## config.mk

```make
export PLATFORM = sky130hd
export DESIGN_NAME = hid_keyboard_report_differ_core
export DESIGN_NICKNAME = d
export VERILOG_FILES = /design/src/design/hkrd_pkg.sv /design/src/design/hkrd_ctrl.sv /design/src/design/hkrd_datapath.sv /design/src/design/hid_keyboard_report_differ_core.sv
export SDC_FILE = /design/constraint.sdc
export NUM_CORES = 1
export LEC_CHECK = 0
export ABC_AREA = 1
export BUFFER_PORTS_ARGS = -buffer_cell sky130_fd_sc_hd__buf_4
export CAP_MARGIN = 5
export CORE_ASPECT_RATIO = 0.9
export CORE_MARGIN = 3
export CORE_UTILIZATION = 45
export CTS_BUF_LIST = sky130_fd_sc_hd__clkbuf_4 sky130_fd_sc_hd__clkbuf_8
export DETAILED_ROUTE_END_ITERATION = 8
export PLACE_DENSITY = 0.73
export SLEW_MARGIN = 10
export SYNTH_ARGS = -nofsm -noshare
export SYNTH_HDL_FRONTEND = slang
export SYNTH_SLANG_ARGS = --single-unit
```

## constraint.sdc

```tcl
create_clock -name clk -period 7.4 [get_ports clk]
set_input_delay 1.48 -clock clk [delete_from_list [all_inputs] [get_ports clk]]
set_output_delay 1.48 -clock clk [all_outputs]
set_load 0.02 [all_outputs]
```

## src/design/hkrd_pkg.sv

```systemverilog
// hkrd_pkg: shared types and constants for the keyboard report differ.
// Used by hkrd_ctrl, hkrd_datapath and the core; depends on nothing.
`timescale 1ns / 1ps

package hkrd_pkg;

	// item kinds on the input tuser
	localparam logic [1:0] KIND_REPORT = 2'd0;
	localparam logic [1:0] KIND_TICK   = 2'd1;
	localparam logic [1:0] KIND_ERROR  = 2'd2;

	// configuration register indexes
	localparam logic CFG_DELAY = 1'b0;
	localparam logic CFG_RATE  = 1'b1;

	localparam logic [15:0] DELAY_RESET = 16'd500;
	localparam logic [15:0] RATE_RESET  = 16'd33;

	// usage codes with special handling
	localparam logic [7:0] CODE_NUMLOCK  = 8'h53;
	localparam logic [7:0] CODE_CAPSLOCK = 8'h39;
	localparam logic [7:0] CODE_DEL      = 8'h4C;
	localparam logic [7:0] CODE_KP_DEL   = 8'h63;
	localparam logic [7:0] CODE_LCTRL    = 8'hE0;
	localparam logic [7:0] CODE_RCTRL    = 8'hE4;
	localparam logic [7:0] CODE_LALT     = 8'hE2;
	localparam logic [7:0] CODE_RALT     = 8'hE6;
	localparam logic [7:0] CODE_MIN_KEY  = 8'h04;

	// scan positions: 8 modifiers, 6 release slots, 6 press slots
	localparam int          NUM_POS  = 20;
	localparam int          POS_W    = 5;
	localparam logic [4:0]  MOD_END  = 5'd8;
	localparam logic [4:0]  REL_END  = 5'd14;
	localparam logic [4:0]  REL_LAST = 5'd13;
	localparam logic [4:0]  POS_LAST = 5'd19;

	// modifier scan order: LCtrl, RCtrl, LShift, RShift, LAlt, RAlt, LGUI, RGUI
	localparam logic [7:0] MOD_MASK [8] = '{8'h01, 8'h10, 8'h02, 8'h20,
		8'h04, 8'h40, 8'h08, 8'h80};
	localparam logic [7:0] MOD_CODE [8] = '{8'hE0, 8'hE4, 8'hE1, 8'hE5,
		8'hE2, 8'hE6, 8'hE3, 8'hE7};

	typedef struct packed {
		logic             load;    // capture input beat
		logic             start;   // build event mask, clear pending repeat key
		logic             step;    // handle scan position idx
		logic             finish;  // store report, arm repeat
		logic             tick;    // run repeat timer
		logic             err;     // transfer error: drop repeat
		logic [POS_W-1:0] idx;
	} cmd_t;

	typedef struct packed {
		logic [1:0] kind;
		logic       same;      // report equals stored one
		logic       bit_set;   // event at current scan position
		logic       out_free;  // output register can take a beat
		logic       tick_emit; // tick would emit a repeat press
	} stat_t;

endpackage

```

## src/design/hkrd_ctrl.sv

```systemverilog
// hkrd_ctrl: sequencer for the report differ.
// Depends on hkrd_pkg; drives hkrd_datapath through cmd_t, reads stat_t.
`timescale 1ns / 1ps

module hkrd_ctrl (
	input  logic            clk,
	input  logic            arst_n,
	input  logic            in_valid,
	output logic            in_ready,
	input  hkrd_pkg::stat_t st,
	output hkrd_pkg::cmd_t  cmd
);

	localparam logic [2:0] ST_IDLE = 3'd0;
	localparam logic [2:0] ST_DISP = 3'd1;
	localparam logic [2:0] ST_SCAN = 3'd2;
	localparam logic [2:0] ST_FIN  = 3'd3;
	localparam logic [2:0] ST_TICK = 3'd4;

	logic [2:0]                 state_q, state_d;
	logic [hkrd_pkg::POS_W-1:0] idx_q, idx_d;

	assign in_ready = (state_q == ST_IDLE);

	always_comb begin
		state_d    = state_q;
		idx_d      = idx_q;
		cmd        = '0;
		cmd.idx    = idx_q;
		unique case (state_q)
			ST_IDLE: begin
				if (in_valid) begin
					cmd.load = 1'b1;
					state_d  = ST_DISP;
				end
			end
			ST_DISP: begin
				unique case (st.kind)
					hkrd_pkg::KIND_REPORT: begin
						if (st.same) begin
							state_d = ST_IDLE;
						end else begin
							cmd.start = 1'b1;
							idx_d     = '0;
							state_d   = ST_SCAN;
						end
					end
					hkrd_pkg::KIND_TICK: state_d = ST_TICK;
					hkrd_pkg::KIND_ERROR: begin
						cmd.err = 1'b1;
						state_d = ST_IDLE;
					end
					default: state_d = ST_IDLE;
				endcase
			end
			ST_SCAN: begin
				if (!st.bit_set || st.out_free) begin
					cmd.step = 1'b1;
					if (idx_q == hkrd_pkg::POS_LAST) begin
						state_d = ST_FIN;
					end else begin
						idx_d = idx_q + 5'd1;
					end
				end
			end
			ST_FIN: begin
				cmd.finish = 1'b1;
				state_d    = ST_IDLE;
			end
			ST_TICK: begin
				if (!st.tick_emit || st.out_free) begin
					cmd.tick = 1'b1;
					state_d  = ST_IDLE;
				end
			end
			default: state_d = ST_IDLE;
		endcase
	end

	always_ff @(posedge clk or negedge arst_n) begin
		if (!arst_n) begin
			state_q <= ST_IDLE;
			idx_q   <= '0;
		end else begin
			state_q <= state_d;
			idx_q   <= idx_d;
		end
	end

endmodule

```

## src/design/hkrd_datapath.sv

```systemverilog
// hkrd_datapath: report store, event mask, repeat timer, output register.
// Depends on hkrd_pkg; commanded by hkrd_ctrl.
`timescale 1ns / 1ps

module hkrd_datapath (
	input  logic            clk,
	input  logic            arst_n,
	input  hkrd_pkg::cmd_t  cmd,
	output hkrd_pkg::stat_t st,
	input  logic [1:0]      in_kind,
	input  logic [63:0]     in_report,
	input  logic            cfg_we,
	input  logic            cfg_index,
	input  logic [15:0]     cfg_wdata,
	output logic            out_valid,
	input  logic            out_ready,
	output logic [7:0]      out_code,
	output logic            out_down,
	output logic            out_rst,
	output logic            out_last
);

	logic [15:0] delay_q, rate_q;
	logic [1:0]  kind_q;
	logic [7:0]  cur_q  [8];
	logic [7:0]  prev_q [8];

	logic [hkrd_pkg::NUM_POS-1:0] mask_q, mask_d, mask_clr;
	logic [7:0]  rep_code_q, new_rep_q;
	logic [15:0] countdown_q;
	logic        armed_q, ctrl_q, alt_q;

	logic        same;
	logic        bit_set;
	logic        is_mod, is_rel, is_press;
	logic [2:0]  slot_sel;
	logic [4:0]  sel_wide;
	logic [7:0]  evt_code;
	logic        evt_down, evt_rst;
	logic [7:0]  code_step;
	logic        armed_step;
	logic        tick_emit;
	logic        emit;
	logic [15:0] delay1, rate1;

	// change detect and event mask
	always_comb begin
		logic found_c, found_p;
		same   = 1'b1;
		mask_d = '0;
		for (int b = 0; b < 8; b++) begin
			if (cur_q[b] != prev_q[b]) same = 1'b0;
		end
		for (int m = 0; m < 8; m++) begin
			mask_d[m] = |((cur_q[0] ^ prev_q[0]) & hkrd_pkg::MOD_MASK[m]);
		end
		for (int j = 0; j < 6; j++) begin
			found_c = 1'b0;
			found_p = 1'b0;
			for (int k = 0; k < 6; k++) begin
				if (cur_q[k+2] == prev_q[j+2]) found_c = 1'b1;
				if (prev_q[k+2] == cur_q[j+2]) found_p = 1'b1;
			end
			mask_d[8+j]  = (prev_q[j+2] >= hkrd_pkg::CODE_MIN_KEY) && !found_c;
			mask_d[14+j] = (cur_q[j+2] >= hkrd_pkg::CODE_MIN_KEY) && !found_p;
		end
	end

	// event at the current scan position
	always_comb begin
		is_mod   = (cmd.idx < hkrd_pkg::MOD_END);
		is_rel   = !is_mod && (cmd.idx < hkrd_pkg::REL_END);
		is_press = !is_mod && !is_rel;
		bit_set  = mask_q[cmd.idx];
		mask_clr = mask_q;
		mask_clr[cmd.idx] = 1'b0;
		// release slots 8..13 map to bytes 2..7, press slots 14..19 likewise
		sel_wide = is_rel ? (cmd.idx - 5'd6) : (cmd.idx - 5'd12);
		slot_sel = sel_wide[2:0];
		if (is_mod) begin
			evt_code = hkrd_pkg::MOD_CODE[cmd.idx[2:0]];
			evt_down = |(cur_q[0] & hkrd_pkg::MOD_MASK[cmd.idx[2:0]]);
		end else if (is_rel) begin
			evt_code = prev_q[slot_sel];
			evt_down = 1'b0;
		end else begin
			evt_code = cur_q[slot_sel];
			evt_down = 1'b1;
		end
		evt_rst = evt_down && ctrl_q && alt_q &&
			((evt_code == hkrd_pkg::CODE_DEL) || (evt_code == hkrd_pkg::CODE_KP_DEL));

		code_step  = rep_code_q;
		armed_step = armed_q;
		if (is_rel && bit_set && (evt_code == rep_code_q)) code_step = '0;
		if (is_press && bit_set) begin
			code_step  = '0;
			armed_step = 1'b0;
		end
		if ((cmd.idx == hkrd_pkg::REL_LAST) && (code_step == '0)) armed_step = 1'b0;
	end

	assign delay1    = (delay_q == '0) ? 16'd1 : delay_q;
	assign rate1     = (rate_q == '0) ? 16'd1 : rate_q;
	assign tick_emit = armed_q && (countdown_q <= 16'd1) && (rep_code_q != '0);
	assign emit      = (cmd.step && bit_set) || (cmd.tick && tick_emit);

	assign st.kind      = kind_q;
	assign st.same      = same;
	assign st.bit_set   = bit_set;
	assign st.out_free  = !out_valid || out_ready;
	assign st.tick_emit = tick_emit;

	// input capture
	always_ff @(posedge clk) begin
		if (cmd.load) begin
			kind_q <= in_kind;
			for (int b = 0; b < 8; b++) cur_q[b] <= in_report[8*b +: 8];
		end
	end

	// config registers
	always_ff @(posedge clk or negedge arst_n) begin
		if (!arst_n) begin
			delay_q <= hkrd_pkg::DELAY_RESET;
			rate_q  <= hkrd_pkg::RATE_RESET;
		end else if (cfg_we) begin
			if (cfg_index == hkrd_pkg::CFG_DELAY) delay_q <= cfg_wdata;
			else rate_q <= cfg_wdata;
		end
	end

	// keyboard state and repeat timer
	always_ff @(posedge clk or negedge arst_n) begin
		if (!arst_n) begin
			for (int b = 0; b < 8; b++) prev_q[b] <= '0;
			mask_q      <= '0;
			new_rep_q   <= '0;
			rep_code_q  <= '0;
			countdown_q <= '0;
			armed_q     <= 1'b0;
			ctrl_q      <= 1'b0;
			alt_q       <= 1'b0;
		end else begin
			if (cmd.start) begin
				mask_q    <= mask_d;
				new_rep_q <= '0;
			end
			if (cmd.step) begin
				mask_q     <= mask_clr;
				rep_code_q <= code_step;
				armed_q    <= armed_step;
				if (bit_set) begin
					if ((evt_code == hkrd_pkg::CODE_LCTRL) ||
						(evt_code == hkrd_pkg::CODE_RCTRL)) begin
						ctrl_q <= evt_down;
					end
					if ((evt_code == hkrd_pkg::CODE_LALT) ||
						(evt_code == hkrd_pkg::CODE_RALT)) begin
						alt_q <= evt_down;
					end
					if (is_press && (evt_code != hkrd_pkg::CODE_NUMLOCK) &&
						(evt_code != hkrd_pkg::CODE_CAPSLOCK)) begin
						new_rep_q <= evt_code;
					end
				end
			end
			if (cmd.finish) begin
				for (int b = 0; b < 8; b++) prev_q[b] <= cur_q[b];
				if (new_rep_q != '0) begin
					rep_code_q  <= new_rep_q;
					countdown_q <= delay1;
					armed_q     <= 1'b1;
				end
			end
			if (cmd.tick && armed_q) begin
				if (countdown_q > 16'd1) begin
					countdown_q <= countdown_q - 16'd1;
				end else if (rep_code_q == '0) begin
					armed_q     <= 1'b0;
					countdown_q <= '0;
				end else begin
					countdown_q <= rate1;
				end
			end
			if (cmd.err) begin
				rep_code_q  <= '0;
				countdown_q <= '0;
				armed_q     <= 1'b0;
			end
		end
	end

	// output register
	always_ff @(posedge clk or negedge arst_n) begin
		if (!arst_n) begin
			out_valid <= 1'b0;
		end else if (emit) begin
			out_valid <= 1'b1;
		end else if (out_ready) begin
			out_valid <= 1'b0;
		end
	end

	always_ff @(posedge clk) begin
		if (emit) begin
			if (cmd.tick) begin
				out_code <= rep_code_q;
				out_down <= 1'b1;
				out_rst  <= 1'b0;
				out_last <= 1'b1;
			end else begin
				out_code <= evt_code;
				out_down <= evt_down;
				out_rst  <= evt_rst;
				out_last <= (mask_clr == '0);
			end
		end
	end

endmodule

```

## src/design/hid_keyboard_report_differ_core.sv

```systemverilog
// hid_keyboard_report_differ_core: top level of the HID boot keyboard report differ.
// Instantiates hkrd_ctrl and hkrd_datapath; uses hkrd_pkg.
// Report beat: accept, dispatch, scan of the 20 positions, store, then ready again;
// a scan position with an event waits while the output register is full. A tick
// goes through dispatch and the timer step; an error or unchanged report ends at dispatch.
// The 20-position scan (8 modifiers, 6 release slots, 6 press slots) sets the rate.
// Async active-low reset: stored report zero, no repeat key, delay 500, rate 33.
`timescale 1ns / 1ps

module hid_keyboard_report_differ_core (
	input  logic        clk,
	input  logic        arst_n,
	// input beats
	input  logic        s_tvalid,
	output logic        s_tready,
	input  logic [63:0] s_tdata,  // modifier_byte, reserved_byte, key_slot_0..key_slot_5
	input  logic [1:0]  s_tuser,  // kind
	// event beats
	output logic        m_tvalid,
	input  logic        m_tready,
	output logic [15:0] m_tdata,  // event_code[7:0], event_down[8], reset_request[9], zero
	output logic        m_tuser,  // event_valid
	output logic        m_tlast,
	// configuration writes
	input  logic        cfg_we,
	input  logic        cfg_index,
	input  logic [15:0] cfg_wdata
);

	hkrd_pkg::cmd_t  cmd;
	hkrd_pkg::stat_t st;
	logic [7:0]      ev_code;
	logic            ev_down, ev_rst;

	// controller: one beat in flight, steps the scan, waits on the output register
	hkrd_ctrl u_ctrl (
		.clk      (clk),
		.arst_n   (arst_n),
		.in_valid (s_tvalid),
		.in_ready (s_tready),
		.st       (st),
		.cmd      (cmd)
	);

	// datapath: stored report, mask, Ctrl/Alt tracking, typematic timer
	hkrd_datapath u_dp (
		.clk       (clk),
		.arst_n    (arst_n),
		.cmd       (cmd),
		.st        (st),
		.in_kind   (s_tuser),
		.in_report (s_tdata),
		.cfg_we    (cfg_we),
		.cfg_index (cfg_index),
		.cfg_wdata (cfg_wdata),
		.out_valid (m_tvalid),
		.out_ready (m_tready),
		.out_code  (ev_code),
		.out_down  (ev_down),
		.out_rst   (ev_rst),
		.out_last  (m_tlast)
	);

	// every emitted beat carries a key event
	assign m_tuser = 1'b1;
	assign m_tdata = {6'b0, ev_rst, ev_down, ev_code};

endmodule

```

==> results, run 1 <==
- The flow ran to the end, and the final reports show no timing, DRC or antenna violations.
- Global routing consumed, over all layers together, between 20 and 30% of the routing resources.
- The total power per unit cell area is ~440 nW/um^2.
- The area taken by flip-flops and latches is approximately 6300 um^2.
- Leaving out fill and tap cells, the most frequent cell in the layout is nand2_1.
- The number of buffers added to fix hold violations after cts is 0.
- The synthesized flop and latch total is ~240.
- The via count of the first global-routing pass came to 14600.
- The multi-input combinational cells in the finished layout cover a total of between 8000 and 9000 um^2.
- In this run the most critical hold path is launched from u_dp.delay_q[2].
- The site row count is 65.
- The worst slew slack as a fraction of its limit is 23.0%.
- At the pin with the least slew margin, the transition time is ~1.1 ns.
- The classification of the worst-slack hold path is flip-flop to flip-flop.
- The final routed wirelength across all metal layers is about 57000 um.
- The accumulated negative setup slack is 0 ns.
- The first-pass detailed-route iteration total is 6.
- The end of the worst register-to-register path is u_dp.mask_q[19].
- For this configuration, the core starts out at a cell density of 46.2%.
- The final hold slack is around 0.5 ns.
- The path depth of the worst reg2reg path is 13.
- The setup check on the worst reg-to-reg path leaves a slack of 3.21 ns.
- The insertion delay to the later sink of the worst-skew pair is approximately 0.58 ns.
- The number of pins with negative max-slew slack in the final report is 0.
- Setup violations remaining at the end of the flow were counted as 0.
- The chip width is between 200 and 250 um.
- Along the worst path, the maximum fanout reaches 84.
- The xor/xnor share of the synthesized area is 11.8%.
- The element type at the critical path start is a flip-flop.
- The worst hold path passes through 2 cells.
- After synthesis, flip-flops and latches occupy between 30% and 40% of the total area.
- By area, the combinational part of the netlist is dominated by simple AND/OR/NAND/NOR gates.
- Counting the fill cells in the layout gives approximately 3500.
- Measured along the y axis, the die boundary spans around 190 um.
- The analysis attributes to cell leakage a power of 8.11 nW.
- The CTS root buffer is clkbuf_8.
- After clock tree synthesis, the clock-pin slew on the worst setup and hold paths is 0.07 ns.
- In this run the deepest clock path goes through 3 buffers.
- The net count of the finished layout is 2276.
- The sum of internal, switching and leakage power is 0.00781 W.
- After synthesis the cells add up to ~16000 um^2.
- The number of antenna violations at the first check in global routing is 2.
- The half-perimeter wire length after placement is 42200 um.
- The pin count of the biggest net entering global routing is 88.
- The top cell types in the final layout, fill and taps aside, are 564 x nand2_1, 194 x o21ai_0, 187 x inv_1.
- The routed wirelength normalized by instance count is ~21 um.
- The multiplexer fraction of the synthesized cell area is 0.183%.
- The synthesized netlist devotes approximately 27% of its cell area to simple gates.
- The count of distinct cell types in the synthesized netlist is 60.
- The share of synthesized cell area in full adder, half adder and majority cells is less than 1%.
- Setup repair after global routing left no endpoint under its margin.
- The core region is approximately 35000 um^2.
- The global placer's final weighted congestion is just over 1.
- The number of setup buffers added after CTS is 0.
- The via count is roughly 16000.
- The count of maximum capacitance violations is 0.
- The critical setup path kind is flip-flop to flip-flop.
- The endpoint with the worst hold slack is u_dp.delay_q[2].
- The post-route netlist has approximately 11% of its cells at a drive strength greater than 1.
- Once layout is done, the placed cells without fillers occupy 17900 um^2.
- For the worst setup path, the data arrival time is between 4 and 5 ns.
- The cell count after synthesis is about 2200.
- The final hold violation count came to 0.
- The required time of the worst setup path is 7.87 ns.
- The start point of the critical path is u_ctrl.idx_q[0].
- For this run, the number of Yosys warnings is 0.
- The number of cells upsized or downsized after cts is 0.
- In this run the number of H-tree levels came out at 2.
- STA classifies the critical path endpoint as a flip-flop.
- The fmax is 239 MHz.
- The first-pass GRT wire length is 88300 um.
- The full die area is around 39000 um^2.
- The area growth from synthesis to layout is 9.39%.
- The number of buffers created by CTS is around 40.
- The beginning of the worst register-to-register path is u_ctrl.idx_q[0].
- The placed instances occupy a cell area of between 15000 and 20000 um^2.
- The number of input and output port buffers inserted is 100.
- For the final database, setup skew stands at around 0.020 ns.
- In this run the remaining antenna-violating nets after routing total 0.
- The DRC violation count after routing is 0.
- After detailed routing, the number of vias per cell comes to slightly below 6.
- The synthesized netlist devotes between 10% and 20% of its cell area to compound gates.
- Summed over all layers, the global routing overflow is 0.
- In this run the count of I/O pins placed on the die edge is ~110.
- The clock drives between 200 and 250 sinks.
- The worst IR drop on VDD is 0.206 mV.
- The first routing iteration left between 2000 and 2500 violations.
- The share of the clock period used by the worst path after layout is 56.6%.
- After synthesis, the mean cell area works out to between 7 and 8 um^2.
- The final critical-path required period is between 4 and 5 ns.
- The TritonCTS clock tree is yes.
-- kinds of logic (layout without fill, tap and decap cells) --
group / Yosys count / after routing
AND/OR/NAND/NOR: 985 / 985
buffers and inverters: 370 / 389
AO/OA/AOI/OAI: 361 / 361
flip-flops: 237 / 237
XOR/XNOR: 221 / 221
adder cells (fa/ha/maj): 9 / 9
multiplexers: 3 / 3
other: 2 / 8
-- power by group --
part / internal, W / switching (W)
clock: 0.000755 / 0.000588
sequential: 0.00179 / 0.000848
combinational: 0.00134 / 0.00248
-- cell usage after synthesis, drive strengths merged --
cell type	number	area (um^2)
a2111o	2	22.5
a2111oi	3	40.0
a211o	1	8.76
a211oi	2	15.0
a21boi	3	22.5
a21oi	86	434
a221oi	3	26.3
a22oi	4	30.0
a31oi	7	43.8
a32oi	3	26.3
a41oi	3	26.3
buf	81	494
clkbuf	86	323
clkinv	3	11.3
conb	2	7.51
dfrtp	152	3800
dfstp	8	210
edfxtp	77	2310
ha	9	113
inv	200	753
mux2i	3	30.0
nand2	577	2210
nand3	134	738
nand4	80	513
nor2	109	434
nor3	29	150
nor4	44	275
o211ai	12	90.1
o21a	3	22.5
o21ai	213	1070
o22a	2	17.5
o22ai	9	56.3
o311ai	2	17.5
o31ai	2	20.0
o41ai	1	8.76
or2	6	37.5
or3	3	18.8
or4	3	22.5
xnor2	119	1040
xor2	102	893
-- flip-flops by register name, summed over array words and instances, names as in the netlist, 5 cells and up --
signal / flops
u_dp.cur_q: 64
u_dp.rate_q: 16
u_dp.countdown_q: 16
u_dp.mask_q: 20
u_dp.rep_code_q: 8
u_dp.out_code: 8
u_ctrl.idx_q: 5
u_dp.new_rep_q: 8
u_dp.prev_q: 64
u_dp.delay_q: 16
-- routing by layer --
layer / part of all wire (%) / global-route usage [%]
met1: 44 / 43.0
met2: 41 / 40.5
met3: 12 / 9.12
met4: 2.4 / 7.41
met5: 0.047 / 0
-- layout make-up --
cell class / instances / area share (%)
clock buffer: 60 / 4.12
timing repair buffer: 110 / 4.63
sequential: 237 / 35.3
antenna: 1 / 0.0140
tap: 469 / 3.27
multi-input combinational: 1586 / 47.5
clock inverter: 16 / 0.942
inverter: 203 / 4.26
-- worst max-delay path, cell delays in order, from the launching register on --
cell and delay [ns]:
dfrtp_2 0.65, buf_4 0.72, nand2_1 0.12, nand3_1 0.10, o21ai_0 0.10, nand2_1 0.07, nand3_1 0.14, nor2_1 0.22
nor2_1 0.11, nor2_4 0.50, inv_2 0.36, nand2_2 0.50, inv_2 0.12, a211o_1 0.31
-- how the worst max path moves through the flow --
stage | slack, ns | end
6_report | 3.21 | u_dp.mask_q[19]
5_1_grt | 2.98 | u_dp.mask_q[19]
4_1_cts | 3.37 | u_dp.mask_q[19]
3_5_place_dp | 3.40 | u_dp.mask_q[19]
3_3_place_gp | 3.47 | u_dp.mask_q[19]
2_1_floorplan | 0.83 | u_dp.cur_q[0][0]
-- through the flow --
stage / worst slack, ns / instances / util [%]
floorplan: 0.831 / 2193 / -
global placement: 3.47 / 2605 / 48.0
detailed placement: 3.40 / 2605 / 48.0
CTS: 3.37 / 2681 / 50.6
global route: 2.98 / 2681 / 50.6
finish: 3.21 / 2682 / 50.6
No activity file was read; power rests on OpenSTA's default activity.
==> run 2, diff against run 1 <==
==> constraint.sdc (replaced) <==
create_clock -name clk -period 4.4 [get_ports clk]
set_input_delay 0.88 -clock clk [delete_from_list [all_inputs] [get_ports clk]]
set_output_delay 0.88 -clock clk [all_outputs]
set_load 0.02 [all_outputs]
==> run 2 against run 1 <==
Net effect:
- clock-buffer cell count rose by 2
- combinational power rose by 84%
- global-route usage rose by 2.8 points
==> results, run 2 (same netlist as run 1, synthesis figures left out) <==
- The data arrival time of the critical path is 4.04 ns (-0.62 ns).
- The required time of the worst setup path came to 4.81 ns (-3.06 ns).
- The critical path goes through ha_1 -> inv_2 -> nand3_2 -> nand2_2 -> nand2_2 -> nand2_1 -> o211ai_1 -> nand3_1 -> nand3_2 -> nand2_1 -> nand2_1 -> inv_1 -> nand4_1 -> nand2_1 -> o21ai_0 -> nand2_1 -> a21oi_1.
- The critical setup path kind is flip-flop to flip-flop.
- The cell total after placement is 2639 (+1.3%).
- The fraction of power spent switching nets was 50.8% (+0.67 points).
- The final hold violation count is 0 (unchanged).
- The cell depth of the worst setup path is 17 (+4).
- The number of cells upsized or downsized after cts came to 0 (unchanged).
- The full die area came to 38800 um^2 (unchanged).
- The number of input and output port buffers inserted was 100 (unchanged).
- The site row count was 65 (unchanged).
- The layout net count is 2312 (+1.6%).
- Among cell families on the critical path, the largest total delay comes from simple AND/OR/NAND/NOR gates.
- On the critical path, the stage with the largest delay is an instance of dfrtp_1.
- The half-perimeter wire length after placement was 46700 um (+11%).
- The final hold slack is 0.384 ns (-0.118 ns).
- The final critical-path required period is 3.63 ns (-0.562 ns).
- The via count is 16000 (+2.9%).
- The die extent in y is 187 um (unchanged).
- The number of buffers and inverters on the critical path is 2 (-1).
- The flow ran to the end, and the final reports show no timing, DRC or antenna violations.
- The number of antenna violations at the first check in global routing came to 0 (-2).
- The first-pass GRT wire length is 94900 um (+7.4%).
- The net switching power was 0.00692 W (+77%).
- The via count of the first global-routing pass is 15100 (+3.8%).
- The number of buffers added to fix hold violations after cts came to 0 (unchanged).
- The count of pins on the block boundary is 108 (unchanged).
- The routed wirelength normalized by instance count is 23.1 um (+7.9%).
- The overflow left after global routing came to 0 (unchanged).
- STA classifies the critical path endpoint as a flip-flop.
- The power share of the sequential group is 31.3% (-2.6 points).
- The effective utilization at floorplan was 46.2% (unchanged).
- The DRC violation count after routing came to 0 (unchanged).
- The count of maximum capacitance violations came to 0 (unchanged).
- The worst slew slack as a fraction of its limit is 21.1% (-1.8 points).
- The CTS clock-pin slew for the worst setup and hold paths is 0.06 ns (about the same).
- The number of pins with negative max-slew slack in the final report is 0 (unchanged).
- The number of nets with antenna violations after routing came to 0 (unchanged).
- The internal power consumption was 0.00669 W (+72%).
- The peak fanout along the critical path is 26 (-69%).
- The share of the core filled with cells in the final layout is 51.6% (+0.99 points).
- The global-route total usage across every layer is 31.7% (+2.8 points).
- The number of antenna diodes is 0 (-1).
- The number of clock sinks seen by CTS is 237 (unchanged).
- The largest registers in the layout are u_dp.cur_q: 64 flops, u_dp.prev_q: 64 flops, u_dp.mask_q: 20 flops.
- The pin count of the biggest net entering global routing is 109 (+24%).
- The number of buffers created by CTS is 43 (+4.9%).
- The number of standard cells in the layout, taps in and fillers out was 2719 (+1.4%).
- The highest cell delay on the worst timing path is 0.40 ns (-0.32 ns).
- The total power per unit cell area is 745 nW/um^2 (+71%).
- The most common cell after layout, fill and taps aside is nand2_1.
- The share of final-layout standard cells stronger than drive strength 1 is 12.7% (+1.6 points).
- The fraction of power consumed by the clock network came to 17.2% (about the same).
- The share of the clock period used by the worst path after layout is 82.5% (+26 points).
- The actual transition at the worst max-transition pin is 1.17 ns (+0.0213 ns).
- The maximum buffer depth of the clock tree is 3 (unchanged).
- The insertion delay to the later sink of the worst-skew pair was 0.61 ns (+0.03 ns).
- The global placer's final weighted congestion is 1.01 (-1.3%).
- The fmax is 276 MHz (+15%).
- The worst setup path is launched from a flip-flop.
- The mean number of vias per cell is 5.87 (+1.5%).
- The path depth of the worst reg2reg path was 17 (+4).
- The cell seen most often among critical-path stages is nand2_1.
- The core area came to 35500 um^2 (unchanged).
- In the layout the commonest cells are 564 x nand2_1, 194 x o21ai_0, 187 x inv_1.
- The first-pass detailed-route iteration total is 6 (unchanged).
- The number of post-CTS setup repair buffers is 0 (unchanged).
- Setup repair after global routing left no endpoint under its margin.
- The first-iteration detailed-routing DRC count is 2248 (+5.9%).
- The CTS root buffer is clkbuf_8.
- The cell leakage power is 8.30 nW (+2.4%).
- The share of power burned in combinational logic was 51.5% (+2.6 points).
- The min-delay analysis places its worst path in the category input port to asynchronous set/reset pin.
- The setup skew after layout is 0.0344 ns (+0.0149 ns).
- The worst IR drop on VDD is 0.471 mV (+130%).
- The final routed wirelength across all metal layers came to 62700 um (+9.4%).
- The number of levels the H-tree was split into is 2 (unchanged).
- The number of setup violations in the final report is 0 (unchanged).
- Compared with the post-synthesis result, the final layout area differs by 11.5%.
- The TritonCTS clock tree is yes.
- The accumulated negative setup slack is 0 ns (unchanged).
- The chip width is 207 um (unchanged).
[run 2: cell count changes in the layout (fill, tap and decap cells not counted), sizes merged]
cell      previous run  this run
clkbuf              60        62
buf                110       144
clkinv              13        14
diode                1         0
bufinv               3         2
inv                203       201
clkinvlp             0         4
[run 2: stage by stage]
stage / total power, W / cell area, um^2 / worst slack, ns
after global routing: 0.0145 / 18300 / 0.461
final: 0.0136 / 18300 / 0.772
after global placement: 0.0109 / 17300 / 0.925
after CTS: 0.0134 / 18300 / 0.902
after floorplan: 0.00865 / 16400 / 0.405
after detailed placement: 0.0110 / 17300 / 0.918
[run 2: final timing paths]
| path | start | endpoint | slack, ns |
|---|---|---|---|
| hold reg to reg | u_dp.ctrl_q | u_dp.ctrl_q | 0.51 |
| min in group clk | s_tdata[33] | u_dp.cur_q[4][1] | 0.45 |
| setup reg to reg | u_ctrl.idx_q[2] | u_dp.rep_code_q[5] | 0.77 |
| max in group asynchronous | arst_n | u_dp.delay_q[5] | 3.06 |
| hold / removal | arst_n | u_dp.new_rep_q[6] | 0.38 |
| setup / recovery | u_ctrl.idx_q[2] | u_dp.rep_code_q[5] | 0.77 |
[run 2: final cells by class]
type	count	area (um^2)
clock buffer	62	785
clock inverter	18	176
fill	3450	17200
inverter	203	764
multi-input combinational	1586	8520
sequential	237	6330
tap	469	587
timing repair buffer	144	1120
[run 2: metal layers]
metal / wire (um) / GRT usage, %
met1: 27200 / 46.0
met2: 25500 / 44.6
met3: 8270 / 11.5
met4: 1730 / 8.51
met5: 0 / 0
[run 2: power by group through the flow]
stage                     Clock, W  Sequential, W  Combinational [W]
after CTS                  0.00238        0.00420            0.00678
after global routing       0.00249        0.00431            0.00767
after detailed placement         0        0.00423            0.00674
after floorplan                  0        0.00335            0.00529
after global placement           0        0.00422            0.00671
final                      0.00234        0.00426            0.00701
==> run 3, diff against run 2 <==
--- a/config.mk
+++ b/config.mk
@@ -5,7 +5,7 @@
 export SDC_FILE = /design/constraint.sdc
 export NUM_CORES = 1
 export LEC_CHECK = 0
-export ABC_AREA = 1
+export ABC_AREA = 0
 export BUFFER_PORTS_ARGS = -buffer_cell sky130_fd_sc_hd__buf_4
 export CAP_MARGIN = 5
 export CORE_ASPECT_RATIO = 0.9
@@ -13,7 +13,7 @@
 export CORE_UTILIZATION = 45
 export CTS_BUF_LIST = sky130_fd_sc_hd__clkbuf_4 sky130_fd_sc_hd__clkbuf_8
 export DETAILED_ROUTE_END_ITERATION = 8
-export PLACE_DENSITY = 0.73
+export PLACE_DENSITY = 0.76
 export SLEW_MARGIN = 10
 export SYNTH_ARGS = -nofsm -noshare
 export SYNTH_HDL_FRONTEND = slang
==> constraint.sdc (replaced) <==
create_clock -name clk -period 3.12 [get_ports clk]
set_input_delay 0.624 -clock clk [delete_from_list [all_inputs] [get_ports clk]]
set_output_delay 0.624 -clock clk [all_outputs]
set_load 0.02 [all_outputs]
==> run 3 against run 2 <==
Net effect:
- the flow now finishes with violations (negative setup slack)
- utilization up 5.0 points
- first-iteration DRC count down 8.8%
- critical path depth down 6
- synthesized cell count down 23%
- global-route usage up 1.3 points
- power up 42%
- critical path type unchanged
==> results, run 3 <==
- The number of buffers added to fix hold violations after cts came to 0 (unchanged).
- The worst setup path is launched from a flip-flop.
- The number of synthesized flops with an enable pin came to 77 (unchanged).
- The CTS clock-pin slew for the worst setup and hold paths is 0.06 ns (about the same).
- The chip width is 203 um (-2.2%).
- nand2_1 is the most common cell in the netlist.
- The number of antenna diodes is 0 (unchanged).
- The share of power burned in combinational logic is 53.9% (+2.4 points).
- The largest registers in the layout are u_dp.cur_q: 64 flops, u_dp.prev_q: 64 flops, u_dp.mask_q: 20 flops.
- The async set-or-reset flop fraction in the synthesized netlist was 67.5% (unchanged).
- Leaving out fill and tap cells, the most frequent cell in the layout is buf_4.
- The number of levels the H-tree was split into is 2 (unchanged).
- The routed wirelength normalized by instance count is 25.8 um (+12%).
- The die extent in y was 183 um (-2.2%).
- The required time of the worst setup path is 3.55 ns (-1.26 ns).
- The number of antenna violations at the first check in global routing is 2 (+2).
- The average footprint of a synthesized cell is 9.31 um^2 (+24%).
- The checks that failed: negative setup slack.
- The internal power consumption is 0.0106 W (+58%).
- Setup repair after global routing could not meet its margin everywhere.
- The half-perimeter wire length after placement was 47200 um (+1.2%).
- The setup skew after layout is 0.0712 ns (+0.0368 ns).
- The mean number of vias per cell is 6.05 (+3.1%).
- The fraction of power consumed by the clock network came to 15.7% (-1.5 points).
- The post-synthesis simple-gate area fraction came to 19.3% (-7.6 points).
- The number of standard cells in the layout, taps in and fillers out was 2398 (-12%).
- STA classifies the critical path endpoint as a flip-flop.
- The effective utilization at floorplan is 45.9% (-0.37 points).
- The main combinational cell family by area after synthesis is simple AND/OR/NAND/NOR gates.
- The beginning of the worst register-to-register path is u_ctrl.idx_q[1].
- The number of pins with negative max-slew slack in the final report is 0 (unchanged).
- The count of distinct cell types in the synthesized netlist was 76 (+27%).
- The share of the clock period used by the worst path after layout is 105% (+23 points).
- The first-iteration detailed-routing DRC count is 2051 (-8.8%).
- The CTS root buffer is clkbuf_8.
- The flow ran to the end, but the final reports show violations.
- The via count is 14500 (-9.0%).
- The post-synthesis sequential area ratio came to 40.4% (+1.8 points).
- After synthesis, the most frequently instantiated cells are 315 x nand2_1, 161 x xnor2_1, 159 x xor2_1, 152 x dfrtp_1, 135 x clkbuf_1.
- The final critical-path required period is 3.28 ns (-0.343 ns).
- The worst-case setup margin in the final layout came to -0.165 ns (-0.937 ns).
- The register-to-register setup slack is -0.16 ns (-0.94 ns).
- The total power per unit cell area came to 1000 nW/um^2 (+35%).
- The overflow left after global routing is 0 (unchanged).
- The maximum buffer depth of the clock tree was 3 (unchanged).
- The TritonCTS clock tree is yes.
- The final hold violation count is 0 (unchanged).
- The number of input and output port buffers inserted is 100 (unchanged).
- The cell total after placement is 2316 (-12%).
- The data arrival time of the critical path came to 3.72 ns (-0.32 ns).
- In this run the critical register-to-register path is captured at u_dp.new_rep_q[3].
- The post-synthesis instance area is 15600 um^2 (-4.6%).
- The number of buffers created by CTS came to 43 (unchanged).
- The actual transition at the worst max-transition pin is 1.03 ns (-0.142 ns).
- The number of clock sinks seen by CTS is 237 (unchanged).
- The worst slew slack as a fraction of its limit is 31.0% (+9.8 points).
- The via count of the first global-routing pass is 13900 (-8.2%).
- The xor/xnor share of the synthesized area came to 18.0% (+6.2 points).
- The share of synthesized cell area in full adder, half adder and majority cells was 0.720% (+0.033 points).
- The area added between synthesis and finish is 23.3%.
- The global-route total usage across every layer is 33.1% (+1.3 points).
- The synthesized flop and latch total came to 237 (unchanged).
- The peak fanout along the critical path is 7 (-73%).
- The multiplexer fraction of the synthesized cell area is 7.87% (+7.7 points).
- The cell leakage power is 8.15 nW (-1.8%).
- The fraction of synthesized cell area taken by the top area cell type is 24.3% (+1.1 points).
- The cell count after synthesis is 1681 (-23%).
- The full die area is 37000 um^2 (-4.4%).
- The count of pins on the block boundary was 108 (unchanged).
- The fmax was 304 MHz (+10%).
- The fraction of the mapped netlist area in compound gates is 9.11% (-3.1 points).
- The share of final-layout standard cells stronger than drive strength 1 came to 27.9% (+15 points).
- The insertion delay to the later sink of the worst-skew pair is 0.61 ns (about the same).
- The number of fill cells in the layout is 2988 (-13%).
- The first-pass detailed-route iteration total came to 5 (-1).
- In the layout the commonest cells are 331 x buf_4, 313 x nand2_1, 161 x xnor2_1.
- The critical setup path kind is flip-flop to flip-flop.
- The path depth of the worst reg2reg path is 11 (-6).
- The global placer's final weighted congestion came to 1.08 (+6.7%).
- The pin count of the biggest net entering global routing was 75 (-31%).
- The core area is 34100 um^2 (-3.8%).
- The final routed wirelength across all metal layers came to 61800 um (-1.3%).
- The first-pass GRT wire length is 91800 um (-3.2%).
- The layout net count was 1999 (-14%).
- The net switching power came to 0.00878 W (+27%).
- The accumulated negative setup slack is -1.69 ns (-1.69 ns).
- The fraction of power spent switching nets is 45.4% (-5.5 points).
- The count of maximum capacitance violations came to 0 (unchanged).
- Ranked by total cell area, the synthesized netlist is headed by dfrtp_1 24%, edfxtp_1 15%, xnor2_1 9.0%.
- The site row count is 64 (-1.5%).
- Tracing the worst setup path back leads to its startpoint at u_ctrl.idx_q[1].
- The DRC violation count after routing came to 0 (unchanged).
- The synthesized design spends more area on one cell type than any other, namely dfrtp_1.
- The Yosys warning count is 0 (unchanged).
- The sum of internal, switching and leakage power was 0.0194 W (+42%).
- The share of the core filled with cells in the final layout is 56.6% (+5.0 points).
- The most used flip-flop cell after synthesis is dfrtp_1.
- The number of nets with antenna violations after routing is 0 (unchanged).
- The power share of the sequential group came to 30.3% (-1.0 points).
- The worst IR drop on VDD is 0.533 mV (+13%).
- The number of setup violations in the final report is 18 (+18).
- The worst hold path belongs to the class input port to asynchronous set/reset pin.
==> run 3: changes by cell type in the layout (fill, tap and decap cells not counted), moves of 30 or more <==
cell and change:
mux2_2 +40, inv_1 -179, nor2_1 -30, nand3_1 -84, xnor2_1 +42, o21ai_0 -155
buf_4 +191, a21oi_1 -55, xor2_1 +57, nand2_1 -251
==> run 3: final cells by class <==
cell class                 instances  area [um^2]  area share (%)
inverter                           9         33.8           0.175
timing repair buffer             339         2610            13.5
sequential                       237         6330            32.8
clock buffer                      70          826            4.28
clock inverter                     9         63.8           0.331
multi-input combinational       1272         8860            45.9
tap                              462          578            3.00
==> run 3: power groups by stage <==
stage | Clock (W) | Sequential (W) | Combinational [W]
2_1_floorplan | 0 | 0.00477 | 0.00666
3_3_place_gp | 0 | 0.00577 | 0.00977
3_5_place_dp | 0 | 0.00578 | 0.00990
4_1_cts | 0.00310 | 0.00574 | 0.0101
5_1_grt | 0.00326 | 0.00589 | 0.0111
6_report | 0.00305 | 0.00587 | 0.0104
==> run 3: how the worst max path moves through the flow <==
stage	end	slack, ns	cells after the start
final	u_dp.new_rep_q[3]	-0.16	11
after floorplan	u_dp.new_rep_q[3]	-0.09	11
after global placement	u_dp.new_rep_q[5]	-0.22	11
after detailed placement	u_dp.new_rep_q[5]	-0.23	11
after CTS	u_dp.new_rep_q[3]	-0.14	13
after global routing	u_dp.new_rep_q[3]	-0.29	13
==> run 3: worst max-delay path: stages, from the launching register on <==
cell and delay [ns]:
dfrtp_2 0.43, ha_4 0.17, or3b_4 0.44, a2111oi_2 0.45
buf_4 0.17, a211oi_1 0.05, o21a_1 0.18, or2_4 0.27
nor4_4 0.28, a21oi_2 0.07, o21a_1 0.24, a221o_1 0.35
==> run 3: cell families (layout without fill, tap and decap cells) <==
group | Yosys count | in the layout
other | 2 | 7
and+or+nand+nor | 640 | 640
DFF | 237 | 237
adders and majority gates | 9 | 9
muxes | 88 | 88
buffers and inverters | 177 | 427
AOI/OAI and AO/OA | 207 | 207
xor gates and xnor gates | 321 | 321
==> run 3: routing by layer <==
metal / up-vias / wire [um] / global-route usage (%) / share of wire (%)
met1: 7099 / 26900 / 49.8 / 44
met4: 4 / 1890 / 9.31 / 3.1
met2: 962 / 25300 / 46.4 / 41
met3: 154 / 7640 / 9.28 / 12
met5: - / 72 / 0 / 0.12
li1: 6299 / - / - / -
==> run 3: through the flow <==
| stage | setup WS [ns] | cell area [um^2] | hold WS (ns) |
|---|---|---|---|
| final | -0.165 | 19300 | 0.0611 |
| after global routing | -0.288 | 19300 | 0.0953 |
| after CTS | -0.138 | 19300 | 0.0667 |
| after detailed placement | -0.230 | 18200 | 0.500 |
| after global placement | -0.216 | 18200 | 0.492 |
| after floorplan | -0.0888 | 15700 | 0.328 |
==> run 3: repair_timing <==
| item | in CTS | in global routing |
|---|---|---|
| buffers inserted | 2 | 1 |
| setup endpoints to repair | 31 | 21 |
| pin swaps | 18 | 2 |
| resized for setup | 33 | 9 |
